File: config.mk
export PLATFORM = sky130hd
export DESIGN_NAME = utf8_stream_decoder_core
export DESIGN_NICKNAME = d
export VERILOG_FILES = /design/src/u8d_pkg.sv /design/src/u8d_step.sv /design/src/u8d_out_buf.sv /design/src/utf8_stream_decoder_core.sv
export SDC_FILE = /design/constraint.sdc
export NUM_CORES = 1
export LEC_CHECK = 0
export ABC_AREA = 1
export BUFFER_PORTS_ARGS = -buffer_cell sky130_fd_sc_hd__buf_2
export CORE_MARGIN = 2
export CORE_UTILIZATION = 50
export DETAILED_ROUTE_END_ITERATION = 8
export PLACE_DENSITY = 0.8
export SYNTH_ARGS = -nofsm -noshare
export SYNTH_HDL_FRONTEND = slang
export SYNTH_SLANG_ARGS = --single-unit
File: constraint.sdc
create_clock -name clk -period 6.1 [get_ports clk]
set_input_delay 0.61 -clock clk [delete_from_list [all_inputs] [get_ports clk]]
set_output_delay 0.61 -clock clk [all_outputs]
set_load 0.02 [all_outputs]
File: src/u8d_pkg.sv
package u8d_pkg;

	localparam int unsigned ByteW = 8;
	localparam int unsigned CpW   = 21;
	localparam int unsigned RemW  = 2;

	localparam logic [ByteW-1:0] AsciiMax    = 8'h7f;
	localparam logic [ByteW-1:0] Lead2Min    = 8'hc2;
	localparam logic [ByteW-1:0] Lead2Max    = 8'hdf;
	localparam logic [ByteW-1:0] Lead3Max    = 8'hef;
	localparam logic [ByteW-1:0] Lead4Max    = 8'hf4;
	localparam logic [CpW-1:0]   InvalidCp   = 21'h00003f;

	localparam int unsigned BufDepth = 2;

	typedef struct packed {
		logic [CpW-1:0] code_point;
		logic           truncated;
		logic           last;
	} u8d_result_t;

	typedef struct packed {
		logic [RemW-1:0] bytes_remaining;
		logic [CpW-1:0]  partial_value;
	} u8d_state_t;

endpackage

File: src/u8d_step.sv
module u8d_step (
	input  u8d_pkg::u8d_state_t  cur,
	input  logic [7:0]           data_byte,
	input  logic                 end_of_string,
	output u8d_pkg::u8d_state_t  nxt,
	output logic                 res_valid,
	output u8d_pkg::u8d_result_t res
);
	import u8d_pkg::*;

	logic [CpW-1:0] shifted;

	assign shifted = {cur.partial_value[CpW-7:0], data_byte[5:0]};

	always_comb begin
		nxt       = cur;
		res_valid = 1'b0;
		res       = '{code_point: '0, truncated: 1'b0, last: end_of_string};
		if (cur.bytes_remaining == '0) begin
			if (data_byte <= AsciiMax) begin
				res_valid       = 1'b1;
				res.code_point  = {{(CpW-ByteW){1'b0}}, data_byte};
			end else if (data_byte < Lead2Min || data_byte > Lead4Max) begin
				res_valid       = 1'b1;
				res.code_point  = InvalidCp;
			end else if (data_byte <= Lead2Max) begin
				nxt.partial_value   = {{(CpW-5){1'b0}}, data_byte[4:0]};
				nxt.bytes_remaining = 2'd1;
			end else if (data_byte <= Lead3Max) begin
				nxt.partial_value   = {{(CpW-4){1'b0}}, data_byte[3:0]};
				nxt.bytes_remaining = 2'd2;
			end else begin
				nxt.partial_value   = {{(CpW-3){1'b0}}, data_byte[2:0]};
				nxt.bytes_remaining = 2'd3;
			end
		end else begin
			nxt.bytes_remaining = cur.bytes_remaining - 2'd1;
			if (cur.bytes_remaining == 2'd1) begin
				res_valid         = 1'b1;
				res.code_point    = shifted;
				nxt.partial_value = '0;
			end else begin
				nxt.partial_value = shifted;
			end
		end
		// string ended with a sequence still open
		if (!res_valid && end_of_string) begin
			res_valid = 1'b1;
			res       = '{code_point: '0, truncated: 1'b1, last: 1'b1};
			nxt       = '0;
		end
	end

endmodule

File: src/u8d_out_buf.sv
module u8d_out_buf (
	input  logic                 clk,
	input  logic                 arst_n,
	input  logic                 wr_valid,
	output logic                 wr_ready,
	input  u8d_pkg::u8d_result_t wr_data,
	output logic                 rd_valid,
	input  logic                 rd_ready,
	output u8d_pkg::u8d_result_t rd_data
);
	import u8d_pkg::*;

	u8d_result_t mem_q [BufDepth];
	logic        wr_ptr_q;
	logic        rd_ptr_q;
	logic [1:0]  count_q;
	logic        push;
	logic        pop;

	assign wr_ready = (count_q != 2'd2);
	assign rd_valid = (count_q != 2'd0);
	assign rd_data  = mem_q[rd_ptr_q];
	assign push     = wr_valid && wr_ready;
	assign pop      = rd_valid && rd_ready;

	always_ff @(posedge clk) begin
		if (push) begin
			mem_q[wr_ptr_q] <= wr_data;
		end
	end

	always_ff @(posedge clk or negedge arst_n) begin
		if (!arst_n) begin
			wr_ptr_q <= 1'b0;
			rd_ptr_q <= 1'b0;
			count_q  <= 2'd0;
		end else begin
			if (push) begin
				wr_ptr_q <= ~wr_ptr_q;
			end
			if (pop) begin
				rd_ptr_q <= ~rd_ptr_q;
			end
			case ({push, pop})
				2'b10:   count_q <= count_q + 2'd1;
				2'b01:   count_q <= count_q - 2'd1;
				default: count_q <= count_q;
			endcase
		end
	end

endmodule

File: src/utf8_stream_decoder_core.sv
// an accepted byte is registered, decoded combinationally and its code point buffered for output
// throughput: one byte per cycle (input register, two-beat output buffer) if beats find room
// only a sequence's final byte gives its beat; a string end inside one gives a truncated beat
// reset clears the decode state, the input stage and the output buffer
module utf8_stream_decoder_core (
	input  logic        clk,
	input  logic        arst_n,
	input  logic        in_valid,
	output logic        in_ready,
	input  logic [7:0]  data_byte,
	input  logic        end_of_string,
	output logic        out_valid,
	input  logic        out_ready,
	output logic [20:0] code_point,
	output logic        truncated,
	output logic        last
);
	import u8d_pkg::*;

	logic        valid_s1;
	logic [7:0]  byte_s1;
	logic        eos_s1;
	u8d_state_t  state_q;
	u8d_state_t  state_nxt;
	logic        res_valid;
	u8d_result_t res;
	logic        buf_ready;
	logic        advance;
	u8d_result_t out_data;

	assign advance  = valid_s1 && (!res_valid || buf_ready);
	assign in_ready = !valid_s1 || advance;

	always_ff @(posedge clk or negedge arst_n) begin
		if (!arst_n) begin
			valid_s1 <= 1'b0;
		end else if (in_ready) begin
			valid_s1 <= in_valid;
		end
	end

	always_ff @(posedge clk) begin
		if (in_ready && in_valid) begin
			byte_s1 <= data_byte;
			eos_s1  <= end_of_string;
		end
	end

	always_ff @(posedge clk or negedge arst_n) begin
		if (!arst_n) begin
			state_q <= '0;
		end else if (advance) begin
			state_q <= state_nxt;
		end
	end

	u8d_step u_step (
		.cur           (state_q),
		.data_byte     (byte_s1),
		.end_of_string (eos_s1),
		.nxt           (state_nxt),
		.res_valid     (res_valid),
		.res           (res)
	);

	u8d_out_buf u_out_buf (
		.clk      (clk),
		.arst_n   (arst_n),
		.wr_valid (valid_s1 && res_valid),
		.wr_ready (buf_ready),
		.wr_data  (res),
		.rd_valid (out_valid),
		.rd_ready (out_ready),
		.rd_data  (out_data)
	);

	assign code_point = out_data.code_point;
	assign truncated  = out_data.truncated;
	assign last       = out_data.last;

endmodule
; ---- Word level (Yosys, flattened, before mapping)
; Memory sizes are Yosys's and may differ from the RTL's.
; Cells that the tools add are included.
[op_classes]
n_mul = 0
bitwise_logic = 2
reduce_logical = 16
div_mod_pow = 0
n_mux = 20
n_eq_ne = 6
shifts = 0
n_addsub = 3
magnitude_cmp = 5
[op_table]
columns = op, n
row1 = two-way mux 23 bit, 6
row2 = two-way mux 21 bit, 4
row3 = two-way mux 22 bit, 1
row4 = <= comparator 8 bit (second input constant), 2
row5 = greater-than comparator 8 bit (second input constant), 1
row6 = <= comparator 8 x 7 -> 1 bit (second input constant), 1
row7 = < comparator 8 bit (second input constant), 1
row8 = two-way mux 1 bit, 7
row9 = logical AND 1 bit, 6
row10 = two-way mux 6 bit, 1
row11 = != test 3 bit (second input constant), 2
row12 = == test 2 x 1 -> 1 bit (second input constant), 2
row13 = case mux 2 bit (2 select lines), 1
row14 = nonzero test 2 bit, 2
row15 = subtractor 2 x 1 -> 2 bit (second input constant), 2
row16 = logical NOT 1 bit, 3
row17 = logical OR 1 bit, 3
row18 = AND reduction 3 bit, 1
row19 = adder 2 x 1 -> 2 bit (second input constant), 1
row20 = == test 2 bit (second input constant), 1
row21 = logical NOT 2 bit, 1
row22 = != test 2 bit (second input constant), 1
row23 = NOT 1 bit, 2
[totals]
reg_bits = 31
elab_cells = 61
latch_bits = 0
input_bits = 13
n_memories = 1
mem_bits_ro = 0
mem_bits_rw = 46
output_inout_bits = 25
[mem_list]
columns = memory, depth, width, rd, rd_ports_with_merged_regs, wr, line
row1 = u_out_buf.mem_q, 2, 23, 1, 0, 1, u8d_out_buf.sv:13  ; u8d_result_t mem_q [BufDepth];

; ---- Longest topological paths before layout
[depth]
depth_word = 13
ltp_mapped = 13
mapped_depth_nobuf = 13

; ---- By module
; Synthesis repeated with hierarchy kept, for this count alone.
[hier_totals]
cells_unflattened = 453
area_unflattened_um2 = 4098.9
[modules_own_cells]
columns = module, seq_area_each_um2, cells_each, instances, area_per_inst_um2
row1 = u8d_out_buf, 1481.4, 150, 1, 1934.4
row2 = utf8_stream_decoder_core, 870.8, 118, 1, 1268.7
row3 = u8d_step, 0.0, 185, 1, 895.9

; ---- Least setup slack after synthesis
; Ideal clock, no wire load.
[synth_path]
path_kind = reg-to-reg
start = register byte_s1[7]
end = memory u_out_buf.mem_q[0][0] (netlist bit) (enable)
t_arrival_ns = 2.121
setup_time_ns = 0.403
path_buffers = 1
required_time_ns = 5.697
path_slack_ns = 3.576
path_stages_with_launch = 11
period_less_slack_ns = 2.524
cell_sequence = edfxtp_1 -> buf_4 -> nand2_4 -> inv_1 -> nand2_1 -> nand2_1 -> nand2_2 -> nand2_4 -> nand3_4 -> nand3b_1 -> nor2_1
[synth_via]
elab_chain_len = 12
elab_cells_between_ends = 14
[synth_rtl]
columns = item, line
row1 = from (decl), utf8_stream_decoder_core.sv:21  ; logic [7:0] byte_s1;
row2 = from (signal assigned), utf8_stream_decoder_core.sv:44  ; byte_s1 <= data_byte;
row3 = < comparator 8 bit or greater-than comparator 8 bit (tied branches), u8d_step.sv:23  ; end else if (data_byte < Lead2Min || data_byte > Lead4Max) begin
row4 = logical OR 1 bit, u8d_step.sv:23
row5 = two-way mux 1 bit, u8d_step.sv:23
row6 = two-way mux 1 bit (*), u8d_step.sv:20  ; if (data_byte <= AsciiMax) begin
row7 = two-way mux 1 bit (*), u8d_step.sv:19  ; if (cur.bytes_remaining == '0) begin
row8 = logical NOT 1 bit, u8d_step.sv:47  ; if (!res_valid && end_of_string) begin
row9 = logical AND 1 bit, u8d_step.sv:47
row10 = two-way mux 1 bit (*), u8d_step.sv:47
row11 = logical AND 1 bit (*), utf8_stream_decoder_core.sv:69  ; .wr_valid (valid_s1 && res_valid),
row12 = logical AND 1 bit (*), u8d_out_buf.sv:23  ; assign push = wr_valid && wr_ready;
row13 = two-way mux 1 bit (*), u8d_out_buf.sv:27  ; if (push) begin
row14 = two-way mux 1 bit (not written as such) (*), u8d_out_buf.sv:28  ; mem_q[wr_ptr_q] <= wr_data;
row15 = to (decl), u8d_out_buf.sv:13
; Mark *: on every way between the ends. The rest lies on a longest branch, timed or not.

; ---- Worst setup path in the final report
[layout_path]
start = register state_q[22] (netlist bit)
end = memory u_out_buf.mem_q[1][13] (netlist bit) (enable)
[layout_via]
elab_chain_len = 10
elab_cells_between_ends = 11
[layout_rtl]
columns = item, line
row1 = from (decl), utf8_stream_decoder_core.sv:23  ; u8d_state_t state_q;
row2 = from (signal assigned), utf8_stream_decoder_core.sv:53  ; state_q <= state_nxt;
row3 = == test 2 x 1 -> 1 bit, u8d_step.sv:38  ; if (cur.bytes_remaining == 2'd1) begin
row4 = two-way mux 1 bit, u8d_step.sv:38
row5 = two-way mux 1 bit (*), u8d_step.sv:19
row6 = logical NOT 1 bit, u8d_step.sv:47
row7 = logical AND 1 bit, u8d_step.sv:47
row8 = two-way mux 1 bit (*), u8d_step.sv:47
row9 = logical AND 1 bit (*), utf8_stream_decoder_core.sv:69
row10 = logical AND 1 bit (*), u8d_out_buf.sv:23
row11 = two-way mux 1 bit (*), u8d_out_buf.sv:27
row12 = two-way mux 1 bit (not written as such) (*), u8d_out_buf.sv:28
; Marked as above.

==> out/qor.txt <==
Worst Path Arrival -> 2.86 ns
Post-Route M1 WL -> 2640 um
Antenna Nets Post-Route -> 0
Resize count post-CTS -> 0
Htree depth -> 3
Core region area -> 6680 um^2
Count of nets after finishing -> 396
Crit path max fanout -> 24
Overall power -> 2.00 mW
Min cycle time layout -> 2.89 ns
CP peak stage delay -> 0.95 ns
Cell Pwr Density -> 525 nW/um^2
Largest net degree at the start of global routing -> 27
Unrepaired setup endpoints after global routing -> no
Main synth FF type -> edfxtp_1
Peak supply drop -> 0.358 mV
Setup crit start kind -> flip-flop
Final Hold Viols -> 0
Main combinational cell family by area after synthesis -> simple AND/OR/NAND/NOR gates
Synth Instances -> 348
Crit path max-delay family -> simple AND/OR/NAND/NOR gates
Net Sw Frac -> 0.417
Highest-delay cell along the critical path -> nor2_2
CTS buffer count -> 9
Area share of the leading cell type in the synthesized netlist -> 0.485
Worst-case reg-to-reg path depth -> 5
Vias per inst -> 5.14
Reg2Reg Launch Point -> state_q[22]
Yosys cell types -> 25
Post-CTS Setup Inserts -> 0
Commonest non-fill, non-tap cell in the layout -> nand2_1
RR Endpoint -> u_out_buf.mem_q[1][13]
Reg clk slew, reported paths -> 0.07 ns
Syn. warnings -> 0
Post-Syn Area per Cell -> 9.78 um^2
Final WL -> 5990 um
CTS tree -> built
Psw -> 0.833 mW
Post-route cell area -> 3800 um^2
Hold crit path type -> input pin to async pin
Vias post-DR -> 2394
Fillcell total -> 576
Vias in the first global route -> 2229
CP Depth -> 5
WP buf/inv -> 1
Die Wd -> 86.5 um
Final Core Density -> 0.569
Metal3 WL -> 292 um
DP HPWL -> 4030 um
Max Clock Skew -> 0.00555 ns
WL/cell -> 12.8 um
Gpl congestion -> 0.872
Status -> finished, final reports clean
ANT cells -> 0
Seq pwr share -> 0.430
Compound-gate portion of the synthesized area -> 0.0276
Root Driver -> clkbuf_8
Class of the most critical setup path -> flip-flop to flip-flop
Post-Synth Simple-Gate Area -> 0.245
Ys async rst share -> 0.286
Hold-fix buffers at CTS -> 0
Area Growth Syn to Fin -> 11.8%
Yosys reg bits -> 77
Grt ovf -> 0
Worst Max-Slew Pin Slew -> 1.17 ns
Detailed-route DRC error count -> 0
P_int -> 1.17 mW
All-Layer GR Usage -> 0.179
Peak Freq -> 346 MHz
DRT Pass-1 Iters -> 4
Std-Cell Rows -> 30
EDFF count, synth -> 55
Initial Utilization -> 0.509
Relative slew margins -> 0.219
Adder-cell area share of the yosys netlist -> 0.00368
CP endpoint kind -> flip-flop
Clock Power Share -> 0.179
Sink Count -> 77
I/O Buffers -> 37
Mux cell area share after synthesis -> 0
Slew Limit Fails -> 0
Io pins -> 38
Total negative setup slack -> 0 ns
Routed wl met2 -> 2930 um
Initial DRC count -> 193
Layout cells sized above 1 -> 0.155
Placed Area -> 3620 um^2
DIE HEIGHT -> 86.5 um
Pleak -> 1.76 nW
Placed Cells -> 451
Critical-path cell list -> nor2_1 -> inv_1 -> nand3_4 -> nand3b_1 -> nor2_2
Commonest cells after routing, fill and taps aside -> nand2_1, edfxtp_1, inv_1, nor2_1, buf_2
Period Utilization, post-route -> 0.474
Max layer used -> met4
Largest cells by area after synthesis -> edfxtp_1, dfrtp_1, nand2_1, inv_1, nor2_1
Die ar. -> 7480 um^2
First-pass GRT wire length -> 10100 um
Skew-Pair Late Insertion Delay -> 0.35 ns
Combinational share of power -> 0.390
Mapped Area -> 3400 um^2
Register area share after synthesis -> 0.647
Yosys top cell by area -> edfxtp_1
CTS Buffer Depth -> 2
Reg2reg setup slack -> 3.21 ns
Synth Area in XOR/XNOR -> 0.0103
Antenna violations before repair -> 0
Setup violators final -> 0
# Max-Cap Violations -> 0
CP required -> 6.07 ns
Number of non-filler instances in the completed layout -> 466
Total nets after synthesis -> 362
==> final cells by class <==
class | instances | area [um^2] | area share
Tap cell | 80 | 100 | 0.0263
Multi-Input combinational cell | 215 | 980 | 0.258
Sequential cell | 77 | 2200 | 0.579
Inverter | 42 | 158 | 0.0414
Clock inverter | 6 | 55.1 | 0.0145
Timing Repair Buffer | 37 | 185 | 0.0487
Clock buffer | 9 | 124 | 0.0326
==> through the flow <==
stage          setup WS [ns]  hold WS, ns
6_report                3.21        0.216
3_3_place_gp            3.31        0.455
3_5_place_dp            3.22        0.459
2_1_floorplan           3.58        0.314
5_1_grt                 2.94        0.254
4_1_cts                 3.21        0.220
==> worst max-delay path by stage <==
| stage | start | end |
|---|---|---|
| final | state_q[22] | u_out_buf.mem_q[1][13] |
| after global routing | state_q[21] | u_out_buf.mem_q[1][13] |
| after CTS | state_q[22] | u_out_buf.mem_q[1][21] |
| after detailed placement | state_q[22] | u_out_buf.mem_q[1][13] |
| after global placement | state_q[22] | u_out_buf.mem_q[1][13] |
| after floorplan | byte_s1[7] | u_out_buf.mem_q[0][0] |
==> logic make-up (layout without fill, tap and decap cells) <==
logic type | count (synthesis) | in the layout
AO/OA/AOI/OAI | 16 | 16
XOR/XNOR | 4 | 4
adder cells (fa/ha/maj) | 1 | 1
buffers and inverters | 56 | 94
flip-flops | 77 | 77
AND/OR/NAND/NOR | 194 | 194
==> power by group through the flow <==
| stage | combinational (mW) | clock (mW) | sequential [mW] |
|---|---|---|---|
| floorplan | 0.617 | 0 | 0.822 |
| detailed placement | 0.785 | 0 | 0.871 |
| CTS | 0.788 | 0.366 | 0.860 |
| global route | 0.868 | 0.390 | 0.877 |
| finish | 0.780 | 0.359 | 0.860 |
| global placement | 0.765 | 0 | 0.865 |
==> state kept, by name (all words and copies together), names as in the netlist <==
register            cells
byte_s1                 8
u_out_buf.wr_ptr_q      1
u_out_buf.rd_ptr_q      1
eos_s1                  1
valid_s1                1
state_q                17
u_out_buf.count_q       2
u_out_buf.mem_q        46
==> cells in the mapped netlist (2+ instances only) <==
cell type	instances
inv_1	41
clkbuf_1	10
nand2_1	126
dfrtp_1	22
nor2_1	40
xor2_1	3
nand3_4	2
nand2_4	3
nand4_1	17
o22ai_1	6
buf_4	2
edfxtp_1	55
nand3_1	3
o21ai_0	5
a21oi_1	3
==> per-layer routing <==
| layer | GRT usage | vias to the layer above |
|---|---|---|
| li1 | - | 1184 |
| met1 | 0.226 | 1139 |
| met2 | 0.285 | 61 |
| met3 | 0.0486 | 10 |
| met4 | 0.0895 | 0 |
| met5 | 0 | - |
(Power assumes the default switching activity.)
